`src/hw/rtl/osse_pkg.sv`:
```
`default_nettype none

package osse_pkg;

    localparam int VAL_W = 48;
    localparam int AMT_W = 31;
    localparam int DEP_W = 32;

    // Operation codes of an input word
    typedef enum logic [1:0] {
        OP_INSERT = 2'd0,
        OP_RAISE  = 2'd1,
        OP_LOWER  = 2'd2,
        OP_QUERY  = 2'd3
    } t_op;

    typedef struct packed {
        t_op              operation;
        logic [AMT_W-1:0] amount;
    } t_in_word;

    typedef struct packed {
        logic                    found;
        logic signed [VAL_W-1:0] ranked_value;
        logic [DEP_W-1:0]        departed_total;
        logic                    overflow;
    } t_out_word;

    // Command broadcast to every cell
    typedef struct packed {
        logic                    ins;
        logic                    shl;
        logic signed [VAL_W-1:0] rel;
    } t_cell_ctl;

    // What a cell shows its neighbors
    typedef struct packed {
        logic signed [VAL_W-1:0] val;
        logic                    vld;
        logic                    gt;
        logic                    open;
    } t_cell_link;

    // Clamp a 49-bit signed sum to the signed 48-bit range
    function automatic logic signed [VAL_W-1:0] sat48(input logic signed [VAL_W:0] v);
        logic signed [VAL_W-1:0] r;
        if (v[VAL_W] != v[VAL_W-1]) begin
            r = v[VAL_W] ? {1'b1, {(VAL_W-1){1'b0}}} : {1'b0, {(VAL_W-1){1'b1}}};
        end else begin
            r = v[VAL_W-1:0];
        end
        return r;
    endfunction

endpackage

`default_nettype wire

```
`src/hw/rtl/osse_cell.sv`:
```
`default_nettype none

module osse_cell import osse_pkg::*; #(
    parameter int IDX_W    = 6,
    parameter int CELL_IDX = 0
) (
    input  wire logic                    i_clk,
    input  wire logic                    i_rst_n,
    input  wire t_cell_ctl               i_ctl,
    input  wire logic [IDX_W-1:0]        i_sel,
    input  wire t_cell_link              i_prev,
    input  wire t_cell_link              i_next,
    input  wire logic signed [VAL_W-1:0] i_prev_tap,
    output t_cell_link                   o_link,
    output logic signed [VAL_W-1:0]      o_tap
);

    logic signed [VAL_W-1:0] r_val;
    logic                    r_vld;
    logic signed [VAL_W-1:0] r_tap;
    logic                    w_gt;
    logic                    w_open;
    logic                    w_take_new;
    logic                    w_hit;

    // Entry is larger than the value being inserted, so it moves up
    assign w_gt       = r_vld && (r_val > i_ctl.rel);
    assign w_open     = w_gt || !r_vld;
    // First open cell takes the new value
    assign w_take_new = w_open && !i_prev.open;
    assign w_hit      = (i_sel == CELL_IDX[IDX_W-1:0]);

    // Hold the valid flag
    always_ff @(posedge i_clk) begin
        if (!i_rst_n) begin
            r_vld <= 1'b0;
        end else if (i_ctl.ins) begin
            if (i_prev.gt || w_take_new) begin
                r_vld <= 1'b1;
            end
        end else if (i_ctl.shl) begin
            r_vld <= i_next.vld;
        end
    end

    // Shift entries up on insert, down on evict; pass the read tap along
    always_ff @(posedge i_clk) begin
        if (i_ctl.ins) begin
            if (i_prev.gt) begin
                r_val <= i_prev.val;
            end else if (w_take_new) begin
                r_val <= i_ctl.rel;
            end
        end else if (i_ctl.shl) begin
            r_val <= i_next.val;
        end
        r_tap <= w_hit ? r_val : i_prev_tap;
    end

    assign o_link.val  = r_val;
    assign o_link.vld  = r_vld;
    assign o_link.gt   = w_gt;
    assign o_link.open = w_open;
    assign o_tap       = r_tap;

endmodule

`default_nettype wire

```
`config.mk`:
```
export PLATFORM = sky130hd
export DESIGN_NAME = osse_cell
export DESIGN_NICKNAME = d
export VERILOG_FILES = /design/src/hw/rtl/osse_pkg.sv /design/src/hw/rtl/osse_cell.sv
export SDC_FILE = /design/constraint.sdc
export NUM_CORES = 1
export LEC_CHECK = 0
export BUFFER_PORTS_ARGS = -buffer_cell sky130_fd_sc_hd__buf_2
export CORE_ASPECT_RATIO = 1.25
export CORE_MARGIN = 8
export CORE_UTILIZATION = 35
export DETAILED_ROUTE_END_ITERATION = 7
export PLACE_DENSITY_LB_ADDON = 0.25
export SLEW_MARGIN = 20
export SYNTH_ARGS = -nofsm -noshare
export SYNTH_HDL_FRONTEND = slang
export SYNTH_SLANG_ARGS = --single-unit
```
`constraint.sdc`:
```
create_clock -name i_clk -period 10.75 [get_ports i_clk]
set_input_delay 1.6125 -clock i_clk [delete_from_list [all_inputs] [get_ports i_clk]]
set_output_delay 1.6125 -clock i_clk [all_outputs]
set_load 0.05 [all_outputs]
```
==> results.md <==
* Run status: finished, final reports clean
* Mean routed wirelength per cell at about 17 um
* Maximum Capacitance Violations at 0
* Synthesized netlist net count at approximately 760
* Fin crit period at 5560 ps
* # DRC at 0
* Antenna violations before repair at 0
* Arrival time at the worst endpoint at about 4000 ps
* Netlist cell types at 37
* Total number of nets in the final design at between 1k and 1.5k
* Total vias in the final route at 4688
* Post-route fraction of the period consumed by the critical path at between 50% and 60%
* Starting density of the core at a little over a third
* Gr ovfl total at 0
* Width of the die at about 130 um
* TritonCTS clock tree: done
* Final hold violation count at 0
* Portion of synthesized cell area occupied by the leading cell type at a little over a quarter
* Pins Over Slew Limit at 0
* Syn. warnings at 0
* Leakage power of the design at ~3.7 nW
* Share of the yosys chip area belonging to registers at 45.9%
* Via count of the first global-routing pass at 4972
* Antenna viol nets, final at 0
* Transition time at the pin with the least slew margin at 890 ps
* WL final at around 17000 um
* Worst setup path category: in -> out
* Flops & latches, synth at 97
* Ys flop type: sky130_fd_sc_hd__dfxtp_1
* Number of H-tree levels at 3
* Relative contribution of combinational cells to total power at between 20% and 30%
* Worst Path Max Fanout at 3
* Synth async-reset ratio at 0%
* Number of resized instances in the post-cts repair step at 0
* Global-route usage over all layers at 17.4%
* Slew Limit Headroom at between 40% and 50%
* Number of antenna repair diodes at 0
* Gpl congestion at 0.749
* Core Area at 14900 um2
* Count of TritonRoute iterations in the first routing pass at 4
* Crit path max-delay cell type: sky130_fd_sc_hd__a221oi_1
* Count of fill cells added during filler insertion at 1492
* Sequential share of power at ~40%
* Clock power frac at 32.2%
* Launching element type of the critical path: primary input
* Number of synthesized flops with an enable pin at 48
* Total setup violations reported at the end of the flow at 0
* Port bufs at 303
* Total number of placement rows at 50
* Maximum vdd drop at ~0.074 mV
* CTS Buf Count at 9
* Number of instances in the synthesized netlist at 500
* Most frequently used cell type in the post-synthesis netlist: sky130_fd_sc_hd__a21oi_1
* Fmax at ~0.18 GHz
* Main area contributors after synthesis: sky130_fd_sc_hd__edfxtp_1 (27%), sky130_fd_sc_hd__dfxtp_1 (19%), sky130_fd_sc_hd__ha_1 (11%), sky130_fd_sc_hd__mux2_2 (10%), sky130_fd_sc_hd__mux2i_1 (9.1%)
* HPWL after DPL at 13400 um
* Maximum clock skew at final layout at roughly 9.4 ps
* Post-CTS Setup Inserts at 0
* Net switching fraction of the power at 32.8%
* Commonest cells post-synth: sky130_fd_sc_hd__a21oi_1 (70), sky130_fd_sc_hd__nor2_1 (53), sky130_fd_sc_hd__inv_1 (50)
* Crit path top cell by count: sky130_fd_sc_hd__buf_2
* Required time of the critical path at ~9100 ps
* Clock Root Buffer: sky130_fd_sc_hd__clkbuf_16
* Avg Inst Size Synth at 10.6 um2
* Maximum number of pins on one net before global-route repair at 52
* Clock slew at reported path FFs at 60 ps
* Number of buffers on the longest clock path at 2
* Kind of end point of the critical path: output port
* Vert. Die Dim at ~150 um
* Pwr Total at 0.00109 W
* Summed instance area of the synthesized netlist at 5280 um2
* I/O Pins at 307
* Unrepaired setup endpoints after global routing: no
* Biggest area consumer among synthesized cells: sky130_fd_sc_hd__edfxtp_1
* CP peak stage delay at approximately 400 ps
* Layout cells sized above 1 at roughly 47%
* Clock sink total at 97
* Vias per cell at roughly 4.8
* TNS Setup at 0 ps
* Internal power at between 0.0007 and 0.0008 W
* Hold-fix buffer count after cts at 0
* Power per cell area at between 100 and 150 nW/um2
* Die ar. at slightly below 20000 um2
* Hold Path Class: reg -> reg
* Chain of cells forming the critical path: buf_2 -> inv_1 -> ha_1 -> a21oi_1 -> o21ai_1 -> a221oi_1 -> nor3b_1 -> o31a_1 -> nor3_2 -> mux2_4 -> nor2_1 -> buf_2
* Global-route wire length before repair at 26300 um
* Insertion delay of the later-clocked pin in the worst-skew pair at 350 ps
* Area added between synthesis and finish at 38.0%
* Iteration-0 DRC count of the detailed router at 140
* Switching Power at around 0.00036 W
power groups by stage:
| stage | combinational [W] | sequential (W) | clock, W |
|---|---|---|---|
| after floorplan | 0.000101 | 0.000552 | 0 |
| after global placement | 0.000296 | 0.000452 | 0 |
| after detailed placement | 0.000298 | 0.000452 | 0 |
| after CTS | 0.000300 | 0.000444 | 0.000365 |
| after global routing | 0.000323 | 0.000448 | 0.000377 |
| final | 0.000295 | 0.000444 | 0.000351 |
logic make-up after synthesis:
group,after synthesis,share of synthesized area (%)
DFF,97,45.9
AOI/OAI and AO/OA,91,9.44
muxes,96,19.4
and+or+nand+nor,93,8.23
buffers and inverters,75,5.60
adders and majority gates,48,11.4
layer usage:
layer / track usage [%] / vias to the layer above / part of all wire, %
li1: - / 2378 / -
met1: 18.1 / 2134 / 39
met2: 31.7 / 159 / 52
met3: 5.29 / 17 / 6.8
met4: 7.29 / 0 / 2.0
met5: 0 / - / 0
per-stage QoR:
step / setup WS, ps / util [%] / hold slack (ps) / instances / instance area (um2)
final: 5190 / 48.9 / 536 / 980 / 7280
after global routing: 4910 / 48.9 / 577 / 980 / 7280
after CTS: 5080 / 48.9 / 544 / 980 / 7280
after detailed placement: 5110 / 46.7 / 533 / 964 / 6960
after global placement: 5090 / 46.7 / 524 / 964 / 6960
after floorplan: 5670 / - / 480 / 500 / 5280
registers in the layout (all words and copies together), names as in the netlist:
register	count
o_tap	48
r_val	48
r_vld	1
worst max-delay path: cells and delay by family:
family	cells	cell delay (ps)
buffers and inverters	3	400
AO/OA/AOI/OAI	4	950
AND/OR/NAND/NOR	3	320
adder cells (fa/ha/maj)	1	300
multiplexers	1	350
path summary, 6_finish.rpt:
path | start | end | slack (ps) | cells past startpoint
max | i_ctl[9] | o_link[1] | 5190 | 12
min reg2reg | r_vld | r_vld | 540 | 2
min | r_vld | r_vld | 540 | 2
max reg2reg | r_val[9] | r_val[33] | 7150 | 10
final cells by class:
cell class / count / area (um2) / area share (%)
timing repair buffer: 307 / 1550 / 21.3
clock buffer: 11 / 243 / 3.33
inverter: 50 / 188 / 2.58
sequential: 97 / 2420 / 33.3
clock inverter: 5 / 78.8 / 1.08
multi-input combinational: 328 / 2570 / 35.3
tap: 182 / 228 / 3.13
placed cells by master, fill, tap and decap left out, types with 2 or more instances in the layout:
cell / count
sky130_fd_sc_hd__a21o_1: 3
sky130_fd_sc_hd__a21oi_1: 70
sky130_fd_sc_hd__buf_2: 302
sky130_fd_sc_hd__buf_4: 5
sky130_fd_sc_hd__bufinv_16: 2
sky130_fd_sc_hd__clkbuf_16: 9
sky130_fd_sc_hd__clkinvlp_4: 2
sky130_fd_sc_hd__dfxtp_1: 49
sky130_fd_sc_hd__edfxtp_1: 48
sky130_fd_sc_hd__ha_1: 48
sky130_fd_sc_hd__inv_1: 50
sky130_fd_sc_hd__mux2_2: 47
sky130_fd_sc_hd__mux2i_1: 48
sky130_fd_sc_hd__nand2_1: 13
sky130_fd_sc_hd__nand2b_1: 2
sky130_fd_sc_hd__nand3_1: 4
sky130_fd_sc_hd__nand4_1: 9
sky130_fd_sc_hd__nand4_2: 2
sky130_fd_sc_hd__nor2_1: 53
sky130_fd_sc_hd__nor2b_1: 2
sky130_fd_sc_hd__nor4_1: 2
sky130_fd_sc_hd__o21ai_0: 7
sky130_fd_sc_hd__o21ai_1: 2
Power figures use the tool's default switching activity.
